### src/hw/rtl/hlscon_pkg.sv
// ----------------------------------------------------------------------------
// hlscon_pkg
// Shared types and constants of the HLS text contrast adjuster.
// ----------------------------------------------------------------------------
package hlscon_pkg;

  // lightness / saturation unit is 1/4096, hue unit is 1/16 degree
  localparam logic [12:0]        LightOne  = 13'd4096;
  localparam logic [12:0]        LightHalf = 13'd2048;
  localparam logic signed [14:0] HueFull   = 15'sd5760;
  localparam logic signed [14:0] HueThird  = 15'sd1920;
  localparam logic signed [14:0] HueSixth  = 15'sd960;
  localparam logic signed [14:0] HueFour   = 15'sd3840;
  localparam logic signed [14:0] HueHalf   = 15'sd2880;
  localparam logic [11:0]        BaseGreen = 12'd1920;
  localparam logic [11:0]        BaseBlue  = 12'd3840;

  localparam logic [12:0]  ContrastReset = 13'd1638;
  localparam int unsigned  DivSteps      = 13;  // quotient bits of the divider
  localparam int unsigned  QueueDepth    = 4;

  // queue entry: classified color pair
  typedef struct packed {
    logic [12:0] back_light;
    logic [12:0] fore_light;
    logic        gray;
    logic [19:0] sat_num;
    logic [7:0]  sat_den;
    logic [19:0] hue_num;
    logic [7:0]  hue_den;
    logic        hue_neg;
    logic [11:0] hue_base;
  } front_t;

  // fields riding alongside the dividers
  typedef struct packed {
    logic [12:0] back_light;
    logic [12:0] fore_light;
    logic        gray;
    logic        hue_neg;
    logic [11:0] hue_base;
  } side_t;

  typedef struct packed {
    logic [7:0]  rem;
    logic [19:0] num;
    logic [12:0] quo;
    logic [7:0]  den;
  } div_stage_t;

endpackage

### src/hw/rtl/hlscon_queue.sv
// ----------------------------------------------------------------------------
// hlscon_queue
// Small FIFO between the classifying front and the arithmetic back.
// ----------------------------------------------------------------------------
module hlscon_queue (
  input  logic               clk_i,
  input  logic               rst_ni,
  input  logic               push_valid_i,
  output logic               push_ready_o,
  input  hlscon_pkg::front_t push_data_i,
  output logic               pop_valid_o,
  input  logic               pop_ready_i,
  output hlscon_pkg::front_t pop_data_o
);

  localparam int unsigned PtrW = $clog2(hlscon_pkg::QueueDepth);

  hlscon_pkg::front_t mem_q [hlscon_pkg::QueueDepth];
  logic [PtrW-1:0] wr_q, wr_d, rd_q, rd_d;
  logic [PtrW:0]   cnt_q, cnt_d;
  logic            push, pop;

  assign push_ready_o = (cnt_q != (PtrW+1)'(hlscon_pkg::QueueDepth));
  assign pop_valid_o  = (cnt_q != '0);
  assign push         = push_valid_i & push_ready_o;
  assign pop          = pop_valid_o & pop_ready_i;
  assign pop_data_o   = mem_q[rd_q];

  always_comb begin
    wr_d  = push ? PtrW'(wr_q + 1'b1) : wr_q;
    rd_d  = pop  ? PtrW'(rd_q + 1'b1) : rd_q;
    cnt_d = cnt_q;
    if (push && !pop) cnt_d = (PtrW+1)'(cnt_q + 1'b1);
    if (!push && pop) cnt_d = (PtrW+1)'(cnt_q - 1'b1);
  end

  always_ff @(posedge clk_i or negedge rst_ni) begin
    if (!rst_ni) begin
      wr_q  <= '0;
      rd_q  <= '0;
      cnt_q <= '0;
    end else begin
      wr_q  <= wr_d;
      rd_q  <= rd_d;
      cnt_q <= cnt_d;
    end
  end

  always_ff @(posedge clk_i) begin
    if (push) mem_q[wr_q] <= push_data_i;
  end

endmodule

### config.mk
export PLATFORM = sky130hd
export DESIGN_NAME = hlscon_queue
export DESIGN_NICKNAME = d
export VERILOG_FILES = /design/src/hw/rtl/hlscon_pkg.sv /design/src/hw/rtl/hlscon_queue.sv
export SDC_FILE = /design/constraint.sdc
export NUM_CORES = 1
export LEC_CHECK = 0
export BUFFER_PORTS_ARGS = -buffer_cell sky130_fd_sc_hd__buf_2
export CORE_ASPECT_RATIO = 0.8
export CORE_MARGIN = 5
export CORE_UTILIZATION = 57
export CTS_CLUSTER_DIAMETER = 150
export DETAILED_ROUTE_END_ITERATION = 10
export PLACE_DENSITY = 0.79
export SKIP_CTS_REPAIR_TIMING = 1
export SLEW_MARGIN = 20
export SYNTH_ARGS = -nofsm -noshare
export SYNTH_HDL_FRONTEND = slang
export SYNTH_SLANG_ARGS = --single-unit
### constraint.sdc
create_clock -name clk_i -period 3 [get_ports clk_i]
set_clock_uncertainty 0.1 [all_clocks]
set_input_delay 0.3 -clock clk_i [delete_from_list [all_inputs] [get_ports clk_i]]
set_output_delay 0.3 -clock clk_i [all_outputs]
set_load 0.03 [all_outputs]
==> impl_metrics.env <==
export IMPL_cts_inserted_buffers=37
export IMPL_fmax_ghz=0.371
export IMPL_grt_pass1_wl_um=41400
export IMPL_port_buffers=197
export IMPL_fin_worst_hold_slack_ns=0.0770
export IMPL_drtIter0Drc=560
export IMPL_clock_path_buffers=3
export IMPL_stdcell_count=1209
export IMPL_cp_top_family="flip-flops"
export IMPL_cts_sinks=391
export IMPL_placed_cell_area_um2=15800
export IMPL_dieHeight_um=151
export IMPL_htreeDepth=2
export IMPL_synth_top_area_cell="edfxtp_1"
export IMPL_track_usage_pct=19.2
export IMPL_die_w_um=187
export IMPL_critical_path_class="reg -> out"
export IMPL_hp_class="in -> async"
export IMPL_grt_start_max_net_pins=62
export IMPL_fin_area_um2=17800
export IMPL_final_nets=972
export IMPL_max_vdd_ir_drop_v=0.000641
export IMPL_clk_pin_slew_ns=0.06
export IMPL_drt_total_wl_um=28400
export IMPL_rows=51
export IMPL_drc=0
export IMPL_synth_most_common_cell="edfxtp_1"
export IMPL_insertion_delay_ns=0.51
export IMPL_root_buffer="clkbuf_16"
export IMPL_period_needed_ns=2.70
export IMPL_synthTopCellsByCount="edfxtp_1, mux4_2, buf_2"
export IMPL_syn_nets=645
export IMPL_ys_seq_area_share_pct=82.2
export IMPL_synthToLayoutAreaGrowth_pct=25.2
export IMPL_grt_antenna_before_repair=1
export IMPL_gp_congestion=0.713
export IMPL_ant_nets=0
export IMPL_setup_violations=0
export IMPL_p_total_mw=18.3
export IMPL_dp_cells=1048
export IMPL_synth_edf_count=384
export IMPL_drive_gt1_share_pct=41.2
export IMPL_dieArea_um2=28300
export IMPL_firstDrtPassIters=6
export IMPL_worstPathRequired_ns=2.60
export IMPL_cp_num_buf_inv=2
export IMPL_syn_inst=539
export IMPL_crit_chain="buf_4 -> mux4_2 -> buf_2"
export IMPL_synthFlopType="edfxtp_1"
export IMPL_critPathSlowestCell="dfrtp_4"
export IMPL_setup_tns_ns=0
export IMPL_coreArea_um2=24500
export IMPL_synth_top_cell_area_share_pct=80.9
export IMPL_viasPerCell=5.67
export IMPL_cap_violations=0
export IMPL_avgSynthCellArea_um2=26.4
export IMPL_dr_total_vias=6853
export IMPL_timing_slew_headroom_pct=60.8
export IMPL_yosys_warnings=0
export IMPL_grt_pass1_vias=7008
export IMPL_hold_violations=0
export IMPL_critPathMaxFanout=29
export IMPL_drv_slew=0
export IMPL_critPathArrivalTime_ns=2.30
export IMPL_cts_tree="yes"
export IMPL_cp_start_kind="flip-flop"
export IMPL_start_util_pct=58.1
export IMPL_syn_area_um2=14200
export IMPL_yosysUniqueCellTypes=20
export IMPL_cellPowerDensity_nw_per_um2=1030
export IMPL_async_flop_share_pct=1.79
export IMPL_grt_ovfl_total=0
export IMPL_tightest_slew_ns=0.588
export IMPL_synth_seq_cells=391
export IMPL_p_leak_nw=6.19
export IMPL_place_detailed_hpwl_um=16500
export IMPL_slowest_delay_ns=0.72
export IMPL_finalCritPeriodShare_pct=89.8
export IMPL_cp_end_kind="primary output"
export IMPL_synthTopCellsByArea="edfxtp_1, mux4_2, dfrtp_1"
export IMPL_rsz0062_at_grt="false"
export IMPL_status="finished clean"
export IMPL_io_pins=198
export IMPL_routedWlPerCell_um=23.5
state kept, by name, summed over array words and instances (netlist names):
name   cells
cnt_q      3
mem_q    384
rd_q       2
wr_q       2
final timing paths:
check	startpoint	endpoint	slack, ns	depth (start not counted)
min in group clk_i	pop_ready_i	rd_q[0]	0.09	3
min reg2reg	cnt_q[2]	cnt_q[2]	0.44	1
min	rst_ni	cnt_q[0]	0.08	2
max in group asynchronous	rst_ni	rd_q[0]	2.53	2
max	rd_q[1]	pop_data_o[54]	0.30	3
max reg2reg	cnt_q[0]	cnt_q[2]	0.62	9
where the power goes:
group	leakage, nW	switching (mW)	internal (mW)	total, mW
Sequential	3.60	0.364	7.22	7.59
Combinational	2.04	4.03	2.38	6.42
Clock	0.548	1.84	2.48	4.32
metal layers:
metal	share of wire [%]	global-route usage (%)
met4	1.3	4.18
met3	7.6	6.22
met2	51	30.8
met1	40	26.5
met5	0	0
placed cells by master (no fill, tap or decap), types with 2 or more instances in the layout:
cell type | netlist | routed
buf_12 | 0 | 8
edfxtp_1 | 384 | 384
xor2_1 | 3 | 3
buf_2 | 13 | 197
clkbuf_16 | 0 | 39
buf_4 | 0 | 8
ha_1 | 5 | 5
dfrtp_4 | 0 | 2
clkinv_2 | 0 | 5
clkbuf_1 | 6 | 9
clkinv_1 | 0 | 7
inv_1 | 6 | 6
dfrtp_1 | 7 | 5
mux4_2 | 96 | 96
xnor2_1 | 3 | 3
dlygate4sd3_1 | 0 | 97
and3_4 | 0 | 4
per-stage QoR:
step / utilization [%] / worst slack (ns)
5_1_grt: 72.8 / 0.200
2_1_floorplan: - / 0.511
3_3_place_gp: 64.3 / 0.725
3_5_place_dp: 64.3 / 0.659
6_report: 72.8 / 0.305
4_1_cts: 68.8 / 0.252
area by class of cell:
type,count,area [µm²]
multi-input combinational,120,2410
fill,1383,6660
antenna,1,2.50
tap,318,398
sequential,391,11700
clock buffer,49,1020
timing repair buffer,310,2180
inverter,6,22.5
clock inverter,14,90.1
kinds of logic after synthesis:
kind of cell	share of synthesized area, %
AOI/OAI and AO/OA	0.0703
xor gates and xnor gates	0.369
adders and majority gates	0.580
buffers and inverters	1.01
DFF	82.2
muxes	15.4
and+or+nand+nor	0.457
(Power assumes the default switching activity.)
