`config.mk`:
```
export PLATFORM = sky130hd
export DESIGN_NAME = hlscon_back
export DESIGN_NICKNAME = d
export VERILOG_FILES = /design/src/hw/rtl/hlscon_pkg.sv /design/src/hw/rtl/hlscon_div.sv /design/src/hw/rtl/hlscon_back.sv
export SDC_FILE = /design/constraint.sdc
export NUM_CORES = 2
export LEC_CHECK = 0
export BUFFER_PORTS_ARGS = -buffer_cell sky130_fd_sc_hd__buf_4
export CAP_MARGIN = 10
export CORE_UTILIZATION = 50
export CTS_BUF_LIST = sky130_fd_sc_hd__clkbuf_2 sky130_fd_sc_hd__clkbuf_4 sky130_fd_sc_hd__clkbuf_8
export DETAILED_ROUTE_END_ITERATION = 16
export GPL_TIMING_DRIVEN = 0
export PLACE_DENSITY_LB_ADDON = 0.25
export REMOVE_ABC_BUFFERS = 1
export SLEW_MARGIN = 20
export SYNTH_ARGS = -nofsm -noshare
export SYNTH_HDL_FRONTEND = slang
export SYNTH_SLANG_ARGS = --single-unit
export TNS_END_PERCENT = 50
```
`constraint.sdc`:
```
create_clock -name clk_i -period 58.7 [get_ports clk_i]
set_clock_uncertainty 0.2 [all_clocks]
set_input_delay 0 -clock clk_i [delete_from_list [all_inputs] [get_ports clk_i]]
set_output_delay 0 -clock clk_i [all_outputs]
set_load 0.02 [all_outputs]
```
`src/hw/rtl/hlscon_pkg.sv`:
```
// ----------------------------------------------------------------------------
// hlscon_pkg
// Shared types and constants of the HLS text contrast adjuster.
// ----------------------------------------------------------------------------
package hlscon_pkg;

  // lightness / saturation unit is 1/4096, hue unit is 1/16 degree
  localparam logic [12:0]        LightOne  = 13'd4096;
  localparam logic [12:0]        LightHalf = 13'd2048;
  localparam logic signed [14:0] HueFull   = 15'sd5760;
  localparam logic signed [14:0] HueThird  = 15'sd1920;
  localparam logic signed [14:0] HueSixth  = 15'sd960;
  localparam logic signed [14:0] HueFour   = 15'sd3840;
  localparam logic signed [14:0] HueHalf   = 15'sd2880;
  localparam logic [11:0]        BaseGreen = 12'd1920;
  localparam logic [11:0]        BaseBlue  = 12'd3840;

  localparam logic [12:0]  ContrastReset = 13'd1638;
  localparam int unsigned  DivSteps      = 13;  // quotient bits of the divider
  localparam int unsigned  QueueDepth    = 4;

  // queue entry: classified color pair
  typedef struct packed {
    logic [12:0] back_light;
    logic [12:0] fore_light;
    logic        gray;
    logic [19:0] sat_num;
    logic [7:0]  sat_den;
    logic [19:0] hue_num;
    logic [7:0]  hue_den;
    logic        hue_neg;
    logic [11:0] hue_base;
  } front_t;

  // fields riding alongside the dividers
  typedef struct packed {
    logic [12:0] back_light;
    logic [12:0] fore_light;
    logic        gray;
    logic        hue_neg;
    logic [11:0] hue_base;
  } side_t;

  typedef struct packed {
    logic [7:0]  rem;
    logic [19:0] num;
    logic [12:0] quo;
    logic [7:0]  den;
  } div_stage_t;

endpackage

```
`src/hw/rtl/hlscon_div.sv`:
```
// ----------------------------------------------------------------------------
// hlscon_div
// Pipelined restoring divider, one quotient bit per stage, 20/8 bits.
// ----------------------------------------------------------------------------
module hlscon_div (
  input  logic        clk_i,
  input  logic        en_i,
  input  logic [19:0] dividend_i,
  input  logic [7:0]  divisor_i,
  output logic [12:0] quo_o,
  output logic [7:0]  rem_o
);

  hlscon_pkg::div_stage_t st_q [1:hlscon_pkg::DivSteps];
  hlscon_pkg::div_stage_t st0;

  function automatic hlscon_pkg::div_stage_t step(hlscon_pkg::div_stage_t s);
    logic [8:0]             t;
    hlscon_pkg::div_stage_t r;
    r     = s;
    t     = {s.rem, s.num[19]};
    r.num = {s.num[18:0], 1'b0};
    if (t >= {1'b0, s.den}) begin
      r.rem = 8'(t - {1'b0, s.den});
      r.quo = {s.quo[11:0], 1'b1};
    end else begin
      r.rem = t[7:0];
      r.quo = {s.quo[11:0], 1'b0};
    end
    return r;
  endfunction

  // quotient fits 13 bits, so the top 7 dividend bits start as remainder
  always_comb begin
    st0.rem = {1'b0, dividend_i[19:13]};
    st0.num = {dividend_i[12:0], 7'd0};
    st0.quo = '0;
    st0.den = divisor_i;
  end

  always_ff @(posedge clk_i) begin
    if (en_i) begin
      st_q[1] <= step(st0);
      for (int i = 2; i <= int'(hlscon_pkg::DivSteps); i++) begin
        st_q[i] <= step(st_q[i-1]);
      end
    end
  end

  assign quo_o = st_q[hlscon_pkg::DivSteps].quo;
  assign rem_o = st_q[hlscon_pkg::DivSteps].rem;

endmodule

```
`src/hw/rtl/hlscon_back.sv`:
```
// ----------------------------------------------------------------------------
// hlscon_back
// Saturation and hue division, lightness choice, and HLS to RGB conversion.
// ----------------------------------------------------------------------------
module hlscon_back (
  input  logic               clk_i,
  input  logic               rst_ni,
  input  logic               q_valid_i,
  output logic               q_ready_o,
  input  hlscon_pkg::front_t q_data_i,
  input  logic [12:0]        contrast_i,
  output logic               out_valid_o,
  input  logic               out_ready_i,
  output logic [23:0]        out_data_o
);

  localparam int unsigned N = hlscon_pkg::DivSteps;

  logic en;
  logic [N:1] dv_q;
  hlscon_pkg::side_t sd_q [1:N];
  hlscon_pkg::side_t side0;
  logic [12:0] sat_quo, hue_quo;
  logic [7:0]  sat_rem, hue_rem;

  logic        a_valid_q, b_valid_q, c_valid_q, o_valid_q;
  logic [12:0] a_light_q, a_sat_q, a_hue_q, b_light_q, b_hue_q, c_light_q;
  logic        a_gray_q, b_gray_q, c_gray_q;
  logic [25:0] b_m1_q, b_m2_q;
  logic [35:0] c_num_q [3];
  logic [23:0] o_data_q;

  assign en          = !o_valid_q || out_ready_i;
  assign q_ready_o   = en;
  assign out_valid_o = o_valid_q;
  assign out_data_o  = o_data_q;

  always_comb begin
    side0.back_light = q_data_i.back_light;
    side0.fore_light = q_data_i.fore_light;
    side0.gray       = q_data_i.gray;
    side0.hue_neg    = q_data_i.hue_neg;
    side0.hue_base   = q_data_i.hue_base;
  end

  hlscon_div u_sat_div (
    .clk_i      (clk_i),
    .en_i       (en),
    .dividend_i (q_data_i.sat_num),
    .divisor_i  (q_data_i.sat_den),
    .quo_o      (sat_quo),
    .rem_o      (sat_rem)
  );

  hlscon_div u_hue_div (
    .clk_i      (clk_i),
    .en_i       (en),
    .dividend_i (q_data_i.hue_num),
    .divisor_i  (q_data_i.hue_den),
    .quo_o      (hue_quo),
    .rem_o      (hue_rem)
  );

  // ---- stage A: lightness choice, saturation cap, hue assembly
  logic signed [14:0] up, lo, nl_s, hue_s;
  logic [12:0]        nl, lim, fs;
  hlscon_pkg::side_t  sa;

  always_comb begin
    sa    = sd_q[N];
    up    = 15'(sa.back_light) + 15'(contrast_i);
    lo    = 15'(sa.back_light) - 15'(contrast_i);
    if (sa.back_light < sa.fore_light) begin
      nl_s = (up > 15'(hlscon_pkg::LightOne)) ? lo : up;   // light on dark
    end else begin
      nl_s = (lo < 15'sd0) ? up : lo;                      // dark on light
    end
    if (nl_s < 15'sd0) nl = '0;
    else if (nl_s > 15'(hlscon_pkg::LightOne)) nl = hlscon_pkg::LightOne;
    else nl = nl_s[12:0];

    lim = (nl < hlscon_pkg::LightOne - nl) ? 13'({nl[11:0], 1'b0})
                                           : 13'({12'(hlscon_pkg::LightOne - nl), 1'b0});
    fs  = sa.gray ? '0 : sat_quo;
    if (fs > lim) fs = lim;

    // floored division for a negative sector offset
    if (sa.hue_neg) begin
      hue_s = 15'(sa.hue_base) - 15'(hue_quo) - 15'(hue_rem != '0);
    end else begin
      hue_s = 15'(sa.hue_base) + 15'(hue_quo);
    end
    if (hue_s < 15'sd0) hue_s = hue_s + hlscon_pkg::HueFull;
  end

  // ---- stage B: m2 and m1 in 2^-24
  logic [25:0] prod, m2;
  always_comb begin
    prod = 26'(a_light_q) * 26'(a_sat_q);
    if (a_light_q <= hlscon_pkg::LightHalf) begin
      m2 = {1'b0, a_light_q, 12'd0} + prod;
    end else begin
      m2 = {1'b0, a_light_q, 12'd0} + {1'b0, a_sat_q, 12'd0} - prod;
    end
  end

  // ---- stage C: piecewise value numerator per channel
  function automatic logic [35:0] chan_num(logic [25:0] m1, logic [25:0] m2v,
                                           logic [12:0] hue, logic signed [14:0] off);
    logic signed [14:0] h;
    logic [10:0]        x;
    logic [25:0]        dif;
    h = 15'(hue) + off;
    if (h > hlscon_pkg::HueFull) h = h - hlscon_pkg::HueFull;
    if (h < 15'sd0) h = h + hlscon_pkg::HueFull;
    if (h < hlscon_pkg::HueSixth) x = 11'(h);
    else if (h < hlscon_pkg::HueHalf) x = 11'(hlscon_pkg::HueSixth);
    else if (h < hlscon_pkg::HueFour) x = 11'(hlscon_pkg::HueFour - h);
    else x = '0;
    dif = m2v - m1;
    return 36'(m1) * 36'd960 + 36'(dif) * 36'(x);
  endfunction

  // ---- stage D: num*255/(960*2^24) == (num*17) >> 30
  function automatic logic [7:0] chan_out(logic [35:0] num);
    logic [40:0] t;
    t = 41'(num) * 41'd17;
    return (t[40:30] > 11'd255) ? 8'd255 : t[37:30];
  endfunction

  logic [20:0] gprod;
  logic [7:0]  gv;
  assign gprod = 21'(c_light_q) * 21'd255;
  assign gv    = gprod[19:12];

  always_ff @(posedge clk_i or negedge rst_ni) begin
    if (!rst_ni) begin
      dv_q      <= '0;
      a_valid_q <= 1'b0;
      b_valid_q <= 1'b0;
      c_valid_q <= 1'b0;
      o_valid_q <= 1'b0;
    end else if (en) begin
      dv_q      <= {dv_q[N-1:1], q_valid_i};
      a_valid_q <= dv_q[N];
      b_valid_q <= a_valid_q;
      c_valid_q <= b_valid_q;
      o_valid_q <= c_valid_q;
    end
  end

  always_ff @(posedge clk_i) begin
    if (en) begin
      sd_q[1] <= side0;
      for (int i = 2; i <= int'(N); i++) sd_q[i] <= sd_q[i-1];
      a_light_q <= nl;
      a_sat_q   <= fs;
      a_hue_q   <= hue_s[12:0];
      a_gray_q  <= (fs == '0);
      b_light_q <= a_light_q;
      b_hue_q   <= a_hue_q;
      b_gray_q  <= a_gray_q;
      b_m2_q    <= m2;
      b_m1_q    <= {a_light_q, 13'd0} - m2;
      c_light_q <= b_light_q;
      c_gray_q  <= b_gray_q;
      c_num_q[0] <= chan_num(b_m1_q, b_m2_q, b_hue_q, hlscon_pkg::HueThird);
      c_num_q[1] <= chan_num(b_m1_q, b_m2_q, b_hue_q, 15'sd0);
      c_num_q[2] <= chan_num(b_m1_q, b_m2_q, b_hue_q, -hlscon_pkg::HueThird);
      if (c_gray_q) begin
        o_data_q <= {gv, gv, gv};
      end else begin
        o_data_q <= {chan_out(c_num_q[2]), chan_out(c_num_q[1]), chan_out(c_num_q[0])};
      end
    end
  end

  a_light_range: assert property (@(posedge clk_i) disable iff (!rst_ni)
    a_valid_q |-> a_light_q <= hlscon_pkg::LightOne)
    else $error("chosen lightness above one");

  a_sat_cap: assert property (@(posedge clk_i) disable iff (!rst_ni)
    a_valid_q |-> ({1'b0, a_sat_q} <= {a_light_q, 1'b0}) &&
                  ({1'b0, a_sat_q} <= {13'(hlscon_pkg::LightOne - a_light_q), 1'b0}))
    else $error("saturation above cap");

  a_m_order: assert property (@(posedge clk_i) disable iff (!rst_ni)
    b_valid_q |-> b_m2_q >= b_m1_q)
    else $error("m1 above m2");

endmodule

```
==> implementation parameters <==
Parameter                              Value

Critical path
  Critical path data required time    59.19 ns
  Cell at the slowest stage of the critical path    sky130_fd_sc_hd__or3b_2
  Worst Reg2Reg Path Length in Cells    41
  Origin of the critical flop-to-flop path    b_hue_q[0]
  Largest incremental delay on the critical path    0.76 ns
  Setup crit start    b_hue_q[0]
  CP Class    reg2reg
  Endpoint of the worst-slack reg-to-reg timing path    c_num_q[0][34]
  Worst-path fanout max    32
  Slack of the worst reg-to-reg path    45.05 ns
  Critical path's most frequent cell    sky130_fd_sc_hd__o21ai_0
  Crit path capture type    flop
  Startpoint Class    flop
  Data arrival at the endpoint of the critical path    14.14 ns
  Worst setup endpoint    c_num_q[0][34]

Final layout
  Fin nets    11600
  Final Non-Filler Cells    12600
  Synth-to-layout area growth    13.0%
  Fraction of final layout cells with drive strength greater than 1    7.79%
  Total of fill cells in the finished design    17300

Detailed routing
  Routed Wire Length    209000 um
  DRC viols    0
  Residual antenna-violating net count after detailed routing    0
  Number of optimization iterations in the first detailed-route pass    7
  Per-cell routed wire length    16.5 um
  Number of design-rule violations left by the first detailed-router iteration    3266
  Total number of vias    66000
  Via-to-Cell Ratio    5.22

Synth
  Post-synthesis instance area    106000 um2
  Main synth FF type    sky130_fd_sc_hd__edfxtp_1
  Synth Area in Simple Gates    10.3%
  Mapped Cells    9076
  Combinational family with the most area after synthesis    adder cells
  Proportion of synthesized flip-flops having asynchronous set or reset    1.11%
  Xor/xnor share of the synthesized area    3.41%
  Synthesis-stage register bit count    1528
  Total of warnings raised by yosys    0
  Post-synthesis area per instance    11.6 um2
  Post-synth cell types    99
  Post-synthesis adder-cell area fraction    29.0%
  Synth top area share    42.9%
  Post-synthesis sequential area ratio    43.3%
  Multiplexer share of the synthesized area    0.934%
  Leading cell types by total area after synthesis    sky130_fd_sc_hd__edfxtp_1 43%, sky130_fd_sc_hd__fa_1 18%, sky130_fd_sc_hd__ha_1 11%
  Number of enable flip-flop cells after synthesis    1511
  Biggest area consumer among synthesized cells    sky130_fd_sc_hd__edfxtp_1
  Synthesized-area fraction occupied by ao, oa, aoi and oai cells    7.07%

STA
  Least-Margin Pin Slew    1.20 ns
  Max Clk Rate    73.3 MHz
  Total count of max-transition violations in the final report    0
  Final setup violation count    0
  Fin Hold WS    0.136 ns
  Final hold violation count    0
  Max-slew headroom at the worst pin    19.7%
  Unrepaired setup endpoints after global routing    no
  Post-Route Setup TNS    0 ns
  Period minus WS final    13.65 ns
  Final worst-path cycle share    23.3%

Clock tree
  Clock buffer count from CTS    276
  Resized Gates After CTS    0
  Clock insertion delay at the later pin of the skew report    0.97 ns
  Clock tree sinks    1528
  Root buffer cell    sky130_fd_sc_hd__clkbuf_8
  Htree depth    5
  Maximum clock insertion buffer count    4
  Clock transition time at the flip-flop clock pins of the worst setup and hold paths    0.05 ns
  TritonCTS clock tree    done

GRT
  Antenna violations before repair    8
  Via count of the first global-routing pass    70700
  Combined global-route utilization of all metal layers    20.1%
  Largest net degree at the start of global routing    63
  Grt total ovfl    0
  First-pass GRT wire length    345000 um

Floorplanning
  Y dimension of the die    462 um
  Width of the die    462 um
  Core area    210000 um2
  Boundary Pins    139
  Number of rows in the core area    168
  Effective utilization at floorplan    50.4%
  Die area    213000 um2

Place
  Post-DP HPWL    158000 um
  Cells after DPL    11900
  Placer Congestion    0.877
  Input/output buffers    138

Worst hold path
  Worst hold path type    in2reg

Job
  Max-cap violations    0

Run status
  Result of the run    complete, no violations
[what timing repair did]
action                    4_1_cts  5_1_grt
hold buffers                  293        0
buffers inserted                0        0
hold endpoints to repair      235        0
[layout make-up]
class	instances	area, um2	share of cell area (%)
diodes	4	10.0	0.00838
clock buffers	352	4380	3.67
clock inverters	98	573	0.480
inverters	1448	5440	4.55
multi-input cells	5896	54200	45.4
flip-flops and latches	1528	45800	38.3
well taps	2805	3510	2.94
repair buffers	511	5540	4.64
[critical path: cells and delay by family (launching register included)]
family	cells	cell delay [ns]
AND/OR/NAND/NOR	11	3.25
buffers and inverters	4	0.34
adder cells (fa/ha/maj)	7	2.91
flip-flops	1	0.58
XOR/XNOR	1	0.08
AO/OA/AOI/OAI	18	6.03
[kinds of logic after synthesis]
group / after synthesis
AO/OA/AOI/OAI: 1177
XOR/XNOR: 412
adder cells (fa/ha/maj): 1863
buffers and inverters: 1674
flip-flops: 1528
multiplexers: 95
other: 2
AND/OR/NAND/NOR: 2325
[worst min-delay path by stage]
stage	depth (start not counted)	to	startpoint	slack, ns
6_report	3	u_hue_div.st_q[0][76]	q_data_i[21]	0.14
5_1_grt	3	u_sat_div.st_q[0][53]	q_data_i[46]	0.05
4_1_cts	3	u_hue_div.st_q[0][50]	q_data_i[15]	0.0009
3_5_place_dp	1	out_valid_o	rst_ni	-0.32
3_3_place_gp	1	out_valid_o	rst_ni	-0.33
2_1_floorplan	0	a_valid_q	rst_ni	-0.50
[cell usage in the layout (no fill, tap or decap), drive strengths merged, types with 276 or more instances in the layout]
master	netlist	layout
nor2	568	568
edfxtp	1511	1511
o21ai	407	407
clkbuf	210	352
fa	972	972
inv	1447	1450
nand2	870	870
dlygate4sd3	0	293
ha	891	891
xnor2	276	276
[state kept, by name, summed over array words and instances (netlist names)]
register	flops
a_sat_q	13
a_valid_q	1
a_light_q	13
a_hue_q	13
b_valid_q	1
b_m2_q	25
c_valid_q	1
dv_q	13
b_gray_q	1
out_valid_o	1
a_gray_q	1
b_light_q	13
u_sat_div.st_q	361
c_light_q	13
sd_q	520
out_data_o	24
u_hue_div.st_q	369
c_num_q	105
c_gray_q	1
b_hue_q	13
b_m1_q	26
[stage by stage]
| step | worst slack [ns] | instance area (um2) | utilization [%] |
|---|---|---|---|
| 6_report | 45.05 | 119000 | 56.9 |
| 5_1_grt | 44.63 | 119000 | 56.9 |
| 4_1_cts | 44.55 | 119000 | 56.9 |
| 3_5_place_dp | 44.64 | 112000 | 53.2 |
| 3_3_place_gp | 4.29 | 109000 | 52.2 |
| 2_1_floorplan | 17.33 | 105000 | - |
[Yosys cell counts, drive strengths merged, types with 17 or more instances]
cell type and number:
a31oi 33, a21o 115, nor2b 148, mux2i 69
or2 46, o21a 64, or4 30, edfxtp 1511
nand3 56, o31ai 57, and2 184, or3 34
nor4 19, xor2 136, xnor2 276, o211a 25
ha 891, fa 972, and3 35, clkbuf 210
mux2 26, o21bai 35, a21boi 22, a211oi 46
nand2b 144, nand2 870, dfrtp 17, a21oi 250
inv 1447, nand4 65, nor2 568, nor3 92
o21ai 407
[routing by layer]
metal  part of all wire (%)  wire (um)  GRT usage (%)
met5                  0.022         46              0
met4                    4.0       8390           8.56
met3                    5.1      10700           4.03
met2                     51     106000           35.8
met1                     40      84000           23.3
Power is not shown: default switching activity piles up to over one toggle a cycle in this logic, so the estimate is an artifact.
