==> src/hw/rtl/hlscon_pkg.sv <==
// ----------------------------------------------------------------------------
// hlscon_pkg
// Shared types and constants of the HLS text contrast adjuster.
// ----------------------------------------------------------------------------
package hlscon_pkg;

  // lightness / saturation unit is 1/4096, hue unit is 1/16 degree
  localparam logic [12:0]        LightOne  = 13'd4096;
  localparam logic [12:0]        LightHalf = 13'd2048;
  localparam logic signed [14:0] HueFull   = 15'sd5760;
  localparam logic signed [14:0] HueThird  = 15'sd1920;
  localparam logic signed [14:0] HueSixth  = 15'sd960;
  localparam logic signed [14:0] HueFour   = 15'sd3840;
  localparam logic signed [14:0] HueHalf   = 15'sd2880;
  localparam logic [11:0]        BaseGreen = 12'd1920;
  localparam logic [11:0]        BaseBlue  = 12'd3840;

  localparam logic [12:0]  ContrastReset = 13'd1638;
  localparam int unsigned  DivSteps      = 13;  // quotient bits of the divider
  localparam int unsigned  QueueDepth    = 4;

  // queue entry: classified color pair
  typedef struct packed {
    logic [12:0] back_light;
    logic [12:0] fore_light;
    logic        gray;
    logic [19:0] sat_num;
    logic [7:0]  sat_den;
    logic [19:0] hue_num;
    logic [7:0]  hue_den;
    logic        hue_neg;
    logic [11:0] hue_base;
  } front_t;

  // fields riding alongside the dividers
  typedef struct packed {
    logic [12:0] back_light;
    logic [12:0] fore_light;
    logic        gray;
    logic        hue_neg;
    logic [11:0] hue_base;
  } side_t;

  typedef struct packed {
    logic [7:0]  rem;
    logic [19:0] num;
    logic [12:0] quo;
    logic [7:0]  den;
  } div_stage_t;

endpackage

==> src/hw/rtl/hlscon_front.sv <==
// ----------------------------------------------------------------------------
// hlscon_front
// Registers a color pair and classifies it: lightness, divider operands, hue sector.
// ----------------------------------------------------------------------------
module hlscon_front (
  input  logic               clk_i,
  input  logic               rst_ni,
  input  logic               in_valid_i,
  output logic               in_ready_o,
  input  logic [47:0]        in_data_i,
  output logic               q_valid_o,
  input  logic               q_ready_i,
  output hlscon_pkg::front_t q_data_o
);

  logic [47:0] pix_q;
  logic        valid_q;

  // floor(x/255) while the 5-bit result holds it, i.e. for x below 8160
  function automatic logic [4:0] div255(logic [12:0] x);
    logic [13:0] t;
    t = 14'(x) + 14'(x[12:8]) + 14'd1;
    return t[12:8];
  endfunction

  function automatic logic [12:0] light(logic [8:0] sum);
    logic [12:0] s8;
    s8 = {1'b0, sum, 3'b000};
    return 13'(s8 + 13'(div255(s8)));
  endfunction

  logic [7:0] br, bg, bb, fr, fg, fb;
  logic [7:0] bmx, bmn, fmx, fmn, fd, mag;
  logic [8:0] bsum, fsum, diff;

  assign in_ready_o = !valid_q || q_ready_i;
  assign q_valid_o  = valid_q;

  always_ff @(posedge clk_i or negedge rst_ni) begin
    if (!rst_ni) valid_q <= 1'b0;
    else if (in_ready_o) valid_q <= in_valid_i;
  end

  always_ff @(posedge clk_i) begin
    if (in_ready_o && in_valid_i) pix_q <= in_data_i;
  end

  always_comb begin
    {fb, fg, fr, bb, bg, br} = pix_q;
    bmx = (br > bg) ? br : bg;
    bmx = (bb > bmx) ? bb : bmx;
    bmn = (br < bg) ? br : bg;
    bmn = (bb < bmn) ? bb : bmn;
    fmx = (fr > fg) ? fr : fg;
    fmx = (fb > fmx) ? fb : fmx;
    fmn = (fr < fg) ? fr : fg;
    fmn = (fb < fmn) ? fb : fmn;
    bsum = {1'b0, bmx} + {1'b0, bmn};
    fsum = {1'b0, fmx} + {1'b0, fmn};
    fd   = fmx - fmn;

    q_data_o.back_light = light(bsum);
    q_data_o.fore_light = light(fsum);
    q_data_o.gray       = (fmx == fmn);
    q_data_o.sat_num    = {fd, 12'd0};
    q_data_o.sat_den    = (fsum <= 9'd255) ? fsum[7:0] : 8'(9'd510 - fsum);
    q_data_o.hue_den    = fd;

    // red wins ties, then green
    if (fr == fmx) begin
      diff = {1'b0, fg} - {1'b0, fb};
      q_data_o.hue_base = '0;
    end else if (fg == fmx) begin
      diff = {1'b0, fb} - {1'b0, fr};
      q_data_o.hue_base = hlscon_pkg::BaseGreen;
    end else begin
      diff = {1'b0, fr} - {1'b0, fg};
      q_data_o.hue_base = hlscon_pkg::BaseBlue;
    end
    q_data_o.hue_neg = diff[8];
    mag              = diff[8] ? 8'(-diff) : diff[7:0];
    q_data_o.hue_num = ({2'b0, mag, 10'd0}) - ({6'b0, mag, 6'd0});  // mag * 960
  end

endmodule

==> config.mk <==
export PLATFORM = sky130hd
export DESIGN_NAME = hlscon_front
export DESIGN_NICKNAME = d
export VERILOG_FILES = /design/src/hw/rtl/hlscon_pkg.sv /design/src/hw/rtl/hlscon_front.sv
export SDC_FILE = /design/constraint.sdc
export NUM_CORES = 1
export LEC_CHECK = 0
export ABC_CLOCK_PERIOD_IN_PS = 9700
export BUFFER_PORTS_ARGS = -buffer_cell sky130_fd_sc_hd__buf_2
export CORE_UTILIZATION = 58
export DETAILED_ROUTE_END_ITERATION = 10
export PLACE_DENSITY = 0.83
export SLEW_MARGIN = 20
export SYNTH_ARGS = -nofsm -noshare
export SYNTH_HDL_FRONTEND = slang
export SYNTH_SLANG_ARGS = --single-unit
==> constraint.sdc <==
create_clock -name clk_i -period 9.7 [get_ports clk_i]
set_input_delay 1.455 -clock clk_i [delete_from_list [all_inputs] [get_ports clk_i]]
set_output_delay 1.455 -clock clk_i [all_outputs]
set_load 0.02 [all_outputs]
==> metrics, run 1 <==
ys flop type edfxtp_1; simple-gate area share of the yosys netlist 0.1478; DRT iter0 DRCs 465; HP Class register to register; pwr/cell area 271.6 mW/mm2; Vias/cell 5.772; Core Area 0.01267 mm2; ranking of synthesized cells by area edfxtp_1 19%, ha_1 16%, xnor2_1 7.2%, a21oi_1 5.6%, mux2i_1 5.3%; drt drc 0; origin of the worst min-delay path q_valid_o; Leakage 4.071 nW; critical path peak fanout 18; Yosys top cell by area edfxtp_1; Layout area overhead 14.30%; Setup CP Type register to primary output; minimum hold slack 0.5497 ns; TritonCTS clock tree done; most frequent cell after synthesis ha_1; XOR/XNOR share of the synthesized area 0.1034; required time of the critical path 8.25 ns; clk_lat worst skew 0.29 ns; Detailed Place HPWL 15,860 um; syn_area_per_cell 8.708 um2; Async S/R FF share, synth 0.02041; status finished, final reports clean; initial antenna violation count 1; origin of the worst setup path pix_q[37]; Syn Std Cell Area 0.007585 mm2; Fill cells 1,031; Via Count 6,880; fraction of layout cells with a size suffix above 1 0.2318; Worst-path clk slew 0.07 ns; Post-Synth Adder-Cell Area 0.1818; Core Rows 41; Clock Sinks 49; top cell family by delay on the critical path compound AO/OA/AOI/OAI gates; Ys Warns 0; VDD IR-drop max 0.2393 mV; Compound-Gate Fraction of Synth Area 0.2042; Max-Cap Viols 0; Least-Margin Pin Slew 0.7545 ns; period utilization 0.9573; largest net degree at the start of global routing 49; Critical Path AT 7.83 ns; CTS Buffer Depth 2; cts bufs inserted 5; final critical-path required period 9.286 ns; Root Buffer clkbuf_16; Pins Over Slew Limit 0; final wirelength 19,230 um; crit start category register; CP most frequent cell ha_1; Multi-input gate area 0.005550 mm2; Core Util, Final 0.6842; Yosys cell types 91; Ports 150; Port Buf Inserts 124; clock skew 0.004798 ns; FF+latch area 0.001466 mm2; highest clock rate 107.7 MHz; Mapped Cells 871; RR Startpoint q_valid_o; wire per inst 16.13 um; global-route wire length before repair 30,420 um; flops & latches, synth 49; nets 1,175; mux share of post-synthesis cell area 0.07605; Die ar. 0.01354 mm2; Initial Util 0.5986; Crit-path slowest cell a2111o_2; post-synthesis sequential area ratio 0.1933; ANT nets after route 0; Setup-failing EPs final 0; GRT overflow 0; Pre-antenna DRT Iters 5; Worst path max stage delay 0.65 ns; max_slew headroom 0.4961; die span in x 116.4 um; synth cell count leaders 99 x ha_1, 85 x a21oi_1, 73 x inv_1; largest family of logic cells by synthesized area compound AO/OA/AOI/OAI gates; H-tree levels 2; CP Capture Type primary output; number of buffers and inverters on the critical path 7; vias in the first global route 6,328; number of flops mapped to enable cells by yosys 48; top cell type's share of synthesized area 0.1900; Fin. Hold Viols 0; routability cong. 1.003; GRT Total Usage 0.2866; Die Height 116.4 um
[metrics by stage]
step                power [mW]  TNS (ns)  cell area [um2]  instances  setup WS (ns)
floorplan                1.696         0             7675        895         0.7508
global placement         2.127         0             8314       1162         0.4850
detailed placement       2.141         0             8314       1162         0.3786
CTS                      2.326         0             8469       1170        0.03781
global route             2.544  -0.07859             8665       1190       -0.03432
finish                   2.355         0             8670       1192         0.4141
[cell families (layout without fill, tap and decap cells)]
logic type | count (synthesis) | count (layout)
compound gates | 224 | 224
xor+xnor | 85 | 85
fa+ha+maj | 106 | 106
buf+inv | 134 | 257
flops | 49 | 49
mux | 54 | 54
other cells | 1 | 27
simple gates | 218 | 218
[flip-flops by register name, summed over array words and instances, names as in the netlist]
signal and flops:
q_valid_o 1, pix_q 48
[power by group]
| group | switching, mW | total (mW) | internal, mW |
|---|---|---|---|
| Clock | 0.0767 | 0.180 | 0.103 |
| Combinational | 1.17 | 1.91 | 0.740 |
| Sequential | 0.0157 | 0.263 | 0.247 |
| Total | 1.26 | 2.35 | 1.09 |
[worst paths after layout]
kind	end	slack (ns)	cells past startpoint
min	q_valid_o	0.55	2
max	q_data_o[39]	0.41	29
max in group asynchronous	q_valid_o	8.70	1
max reg2reg	pix_q[31]	8.29	2
min in group asynchronous	q_valid_o	0.92	1
min reg2reg	q_valid_o	0.55	2
[layer usage]
layer  global-route usage  wire [um]  vias to the layer above
met2               0.5041       9281                      280
met3              0.03062       1245                       54
met5                    0         14                        -
li1                     -          -                     3387
met1               0.3602       8027                     3157
met4               0.1094        661                        2
[cell usage in the layout (no fill, tap or decap), types with 6 or more instances in the layout]
cell type  Yosys  final
nand2_1       34     34
mux2i_1       40     39
ha_1          99     99
buf_4         39     48
fa_1           7      7
nand3_1       36     36
a21oi_1       85     82
o21bai_1      19     19
xnor2_1       62     62
conb_1         1     25
o21ai_0       22     22
nor2b_1        6      6
edfxtp_1      48     48
and2_1        11     10
and3_1         6      6
mux2_2         9      9
buf_2          2    124
xor2_1        20     20
inv_1         73     73
o21a_1        13     13
nor2_1        64     62
nor3_1         9      9
a21o_1        13     13
nand4_1       11     11
nand2b_1      11     11
[worst min-delay path: cells and delay by family, from the launching register on]
kind / cells / cell delay (ns)
flops: 1 / 0.35
simple gates: 2 / 0.17
[repair_timing]
action,in CTS,in global routing
hold buffers,0,0
setup buffers,0,20
resized for setup,0,12
setup endpoints to repair,0,16
[layout make-up]
type | count | share of cell area
multi-input cells | 712 | 0.6402
flip-flops and latches | 49 | 0.1691
clock inverters | 2 | 0.001876
repair buffers | 172 | 0.1131
well taps | 172 | 0.02482
clock buffers | 6 | 0.01602
inverters | 77 | 0.03420
diodes | 2 | 0.0005773
(Power assumes the default switching activity.)
==> run 2: changes to the inputs <==
--- a/config.mk
+++ b/config.mk
@@ -6,10 +6,10 @@
 export NUM_CORES = 1
 export LEC_CHECK = 0
 export ABC_CLOCK_PERIOD_IN_PS = 9700
-export BUFFER_PORTS_ARGS = -buffer_cell sky130_fd_sc_hd__buf_2
-export CORE_UTILIZATION = 58
+export CORE_UTILIZATION = 65
 export DETAILED_ROUTE_END_ITERATION = 10
-export PLACE_DENSITY = 0.83
+export DONT_BUFFER_PORTS = 1
+export PLACE_DENSITY = 0.81
 export SLEW_MARGIN = 20
 export SYNTH_ARGS = -nofsm -noshare
 export SYNTH_HDL_FRONTEND = slang
==> run 2 against run 1 <==
Effect of this change:
- combinational power is 3% lower
- sequential share of layout area is 0.77 points higher
- routed wire length is 11% higher
- setup slack worse by 0.22 ns
- via count is 1.0% higher
- count of clock-buffer cells in the layout is 1 lower
- clock power is 4% lower
- non-clock buffer count is 97 lower
- worst hold slack better by 0.31 ns
- register-to-register slack worse by 0.62 ns
- final area is 4.3% lower
- critical path depth is 4 higher
- critical endpoint is now q_data_o[40]
==> metrics, run 2 (same netlist as run 1, synthesis figures left out) <==
largest net degree at the start of global routing 49; combinational share of power 0.810; dpl cell area 0.007800 mm2; required time of the critical path 8.25 ns; Sw Pwr 1.291 mW; Setup CP Type register to primary output; Die Height 110.0 um; Worst path max stage delay 0.58 ns; Clock power frac 0.075; VDD IR-drop max 0.3349 mV; Die ar. 0.01210 mm2; Pins Over Slew Limit 0; commonest non-fill, non-tap cell in the layout ha_1; Core Area 0.01142 mm2; Fin. Hold Viols 0; pre-CTS WS -0.01700 ns; status finished, final reports clean; Clock Sinks 49; period utilization 0.9802; placed cell count 1,028; global-route wire length before repair 31,970 um; Internal 1.000 mW; Layout area overhead 9.337%; fraction of layout cells with a size suffix above 1 0.1649; vias in the first global route 6,372; routability cong. 0.9754; Critical Path AT 8.05 ns; Setup-failing EPs final 0; GRT Total Usage 0.3422; TritonCTS clock tree done; crit start category register; Initial Util 0.6643; max reg flops 48; unrepaired setup endpoints after global routing true; drt drc 0; Via Count 6,952; Worst-path clk slew 0.07 ns; Pre-antenna DRT Iters 7; HP Class input port to asynchronous set/reset pin; Vias/cell 6.522; Reg with most FFs pix_q; Core Util, Final 0.7263; met1 usage 0.4635; Detailed Place HPWL 16,600 um; GRT overflow 0; Port Buf Inserts 0; Crit-path slowest cell a2111o_2; Max-Cap Viols 0; final total power 2.291 mW; nets 1,079; final worst slack 0.1917 ns; CTS Buffer Depth 2; final critical-path required period 9.508 ns; ANT nets after route 0; Fill cells 858; Setup Total Neg Slack 0 ns; final wirelength 21,320 um; switching part of the total power 0.5634; Least-Margin Pin Slew 1.064 ns; global-route met3 utilization 0.07231; Design Area, Final 0.008293 mm2; max_slew headroom 0.2910; critical path peak fanout 18; Root Buffer clkbuf_16; pwr/cell area 276.3 mW/mm2; clock skew 0.004168 ns; die span in x 110.0 um; H-tree levels 2; minimum hold slack 0.8563 ns; cts bufs inserted 5; Core Rows 39; met2 usage 0.5469; wire per inst 20.00 um; Ports 150; DRT iter0 DRCs 843; CP Capture Type primary output; GRT busiest layer met2; highest clock rate 105.2 MHz; most frequent cells in the layout 99 x ha_1, 78 x a21oi_1, 73 x inv_1, 72 x buf_4, 62 x xnor2_1; clk_lat worst skew 0.29 ns; Reg power frac 0.115; Post-Layout Cell Count 1,066; Leakage 3.729 nW; initial antenna violation count 1
[run 2: cell type report]
type	instances	area [um2]	area share
clock inverter	3	21.27	0.002565
tap	143	178.9	0.02158
antenna	1	2.502	0.0003018
multi-input combinational	713	5610	0.6765
inverter	77	296.5	0.03576
sequential	49	1466	0.1768
timing repair buffer	75	591.8	0.07136
clock buffer	5	125.1	0.01509
[run 2: repair_timing]
item	4_1_cts	5_1_grt
gates resized for setup	3	23
cloned	1	0
hold buffers	0	0
pin swaps	2	8
buffers inserted	3	25
setup endpoints to repair	14	23
[run 2: layer usage]
layer  vias up  routed length (um)
li1       3203                   -
met3        70                2199
met4         2                 584
met5         -                  13
met2       422                9671
met1      3255                8855
[run 2: worst max-delay path, delay by kind of cell (launching register included)]
family	cells	cell delay [ns]
buffers and inverters	9	1.36
and+or+nand+nor	6	0.96
xor gates and xnor gates	1	0.24
DFF	1	0.47
adders and majority gates	4	1.24
AOI/OAI and AO/OA	13	3.50
[run 2: power groups by stage]
stage                     combinational (mW)  sequential (mW)  clock, mW
after floorplan                         1.43            0.264          0
after global placement                  1.73            0.267          0
after detailed placement                1.77            0.267          0
after CTS                               1.78            0.263      0.174
after global routing                    2.01            0.264      0.182
final                                   1.86            0.263      0.172
[run 2: path summary, 6_finish.rpt]
check / slack (ns) / to / from / cells past startpoint
setup / recovery: 0.19 / q_data_o[40] / pix_q[39] / 33
hold / removal: 0.86 / q_valid_o / rst_ni / 0
setup reg to reg: 7.67 / pix_q[1] / q_valid_o / 2
hold reg to reg: 0.86 / q_valid_o / q_valid_o / 2
max in group asynchronous: 8.78 / q_valid_o / rst_ni / 0
min in group clk_i: 0.86 / q_valid_o / q_valid_o / 2
==> run 3: changes to the inputs <==
--- a/config.mk
+++ b/config.mk
@@ -9,6 +9,7 @@
 export CORE_UTILIZATION = 65
 export DETAILED_ROUTE_END_ITERATION = 10
 export DONT_BUFFER_PORTS = 1
+export GPL_TIMING_DRIVEN = 0
 export PLACE_DENSITY = 0.81
 export SLEW_MARGIN = 20
 export SYNTH_ARGS = -nofsm -noshare
==> run 3 against run 2 <==
Effect of this change:
- global-route usage is 0.77 points lower
- critical path type unchanged
- count of clock-buffer cells in the layout stayed put
- sequential power is 2% higher
==> metrics, run 3 (same netlist as run 1, synthesis figures left out) <==
routability cong. 0.9943; origin of the worst setup path pix_q[35]; Worst Reg-to-Reg Cells 3; crit start category register; largest net degree at the start of global routing 28; RR Startpoint q_valid_o; Post-Layout Cell Count 1,080; Crit-path slowest cell edfxtp_1; Leakage 3.911 nW; Max-Cap Viols 0; max_slew headroom 0.4554; Pins Over Slew Limit 0; Least-Margin Pin Slew 0.8153 ns; placed cell count 1,039; dpl cell area 0.007883 mm2; Initial Util 0.6643; global-route wire length before repair 31,140 um; Worst R2R End pix_q[9]; initial antenna violation count 0; clk_lat worst skew 0.29 ns; top cell family by delay on the critical path compound AO/OA/AOI/OAI gates; CP Capture Type primary output; Setup CP Type register to primary output; Layout area overhead 15.03%; final critical-path required period 9.477 ns; critical path peak fanout 12; Critical Path AT 8.02 ns; number of buffers and inverters on the critical path 11; Fin. Hold Viols 0; highest clock rate 105.5 MHz; CTS Buffer Depth 2; reg2reg setup slack 7.86 ns; fraction of layout cells with a size suffix above 1 0.2145; Port Buf Inserts 0; Hold Buf Count CTS 0; Worst-path clk slew 0.06 ns; Clock Sinks 49; Die ar. 0.01210 mm2; HP Class input port to asynchronous set/reset pin; Vias/cell 6.477; required time of the critical path 8.25 ns; Core Util, Final 0.7641; period utilization 0.9771; wire per inst 19.28 um; max reg flops 48; Worst path max stage delay 0.56 ns; TritonCTS clock tree done; Root Buffer clkbuf_16; Die Height 110.0 um; Design Area, Final 0.008725 mm2; VDD IR-drop max 0.3554 mV; clock skew 0.002855 ns; commonest non-fill, non-tap cell in the layout ha_1; vias in the first global route 6,266; Setup Total Neg Slack 0 ns; ant diodes 0; Ports 150; drt drc 0; status finished, final reports clean; H-tree levels 2; crit path capture q_data_o[40]; cts bufs inserted 5; Via Count 6,995; GRT overflow 0; Detailed Place HPWL 15,720 um; Core Rows 39; Levels on crit path 33; GRT Total Usage 0.3345; Core Area 0.01142 mm2; Reg with most FFs pix_q; Setup-failing EPs final 0; Pre-antenna DRT Iters 5; nets 1,094; pwr/cell area 267.9 mW/mm2; ANT nets after route 0; die span in x 110.0 um; final wirelength 20,820 um; most frequent cells in the layout 94 x ha_1, 75 x buf_4, 73 x a21oi_1, 68 x inv_1, 57 x nor2_1; DRT iter0 DRCs 779
-- run 3: changes by cell type in the layout (fill, tap and decap cells not counted), moves of 3 or more --
cell,before,now
buf_4,72,75
a21oi_2,9,12
clkbuf_1,0,3
ha_4,0,5
nor2_1,60,57
a21oi_1,78,73
inv_1,73,68
inv_2,0,5
buf_6,1,7
xnor2_1,62,50
xnor2_2,1,11
ha_1,99,94
-- run 3: per-stage QoR --
| stage | setup WS, ns | power (mW) | hold slack [ns] |
|---|---|---|---|
| finish | 0.2225 | 2.337 | 0.8484 |
| global route | -0.1882 | 2.480 | 0.8388 |
| CTS | -0.02527 | 2.204 | 0.8473 |
| detailed placement | -0.7951 | 1.944 | 0.8715 |
| global placement | -0.5663 | 1.900 | 0.8266 |
| floorplan | 0.7508 | 1.696 | 0.7826 |
-- run 3: what timing repair did --
action	CTS	global route
hold endpoints to repair	0	0
buffers inserted	12	23
pin swaps	7	16
endpoints found under the setup margin	26	27
resized for setup	37	56
-- run 3: worst min path at each step --
stage / endpoint / cells after the start / slack, ns / start
after floorplan: q_valid_o / 2 / 0.78 / q_valid_o
after global placement: q_valid_o / 2 / 0.83 / q_valid_o
after detailed placement: q_valid_o / 2 / 0.87 / q_valid_o
after CTS: q_valid_o / 0 / 0.85 / rst_ni
after global routing: q_valid_o / 0 / 0.84 / rst_ni
final: q_valid_o / 0 / 0.85 / rst_ni
-- run 3: cell type report --
| cell class | instances | area, um2 |
|---|---|---|
| buffer | 55 | 430.4 |
| clock buffer | 5 | 125.1 |
| clock inverter | 3 | 43.79 |
| fill | 795 | 2694 |
| inverter | 77 | 297.8 |
| multi-input combinational | 712 | 5892 |
| sequential | 49 | 1466 |
| tap | 143 | 178.9 |
| timing repair buffer | 36 | 290.3 |
-- run 3: per-layer routing --
layer	wire length, um	part of all wire	global-route usage
met5	0	0	0
met1	8532	0.41	0.4489
met2	9472	0.45	0.5152
met3	2326	0.11	0.1005
met4	490	0.024	0.1048
-- run 3: power breakdown --
part | switching (mW) | internal, mW
registers | 0.0196 | 0.248
clock network | 0.0765 | 0.122
logic | 1.22 | 0.651
total | 1.32 | 1.02
-- run 3: worst reg2reg max path: cells and delay by family (launching register included) --
kind | cells | cell delay (ns)
flops | 1 | 0.47
simple gates | 2 | 0.82
buf+inv | 1 | 0.25
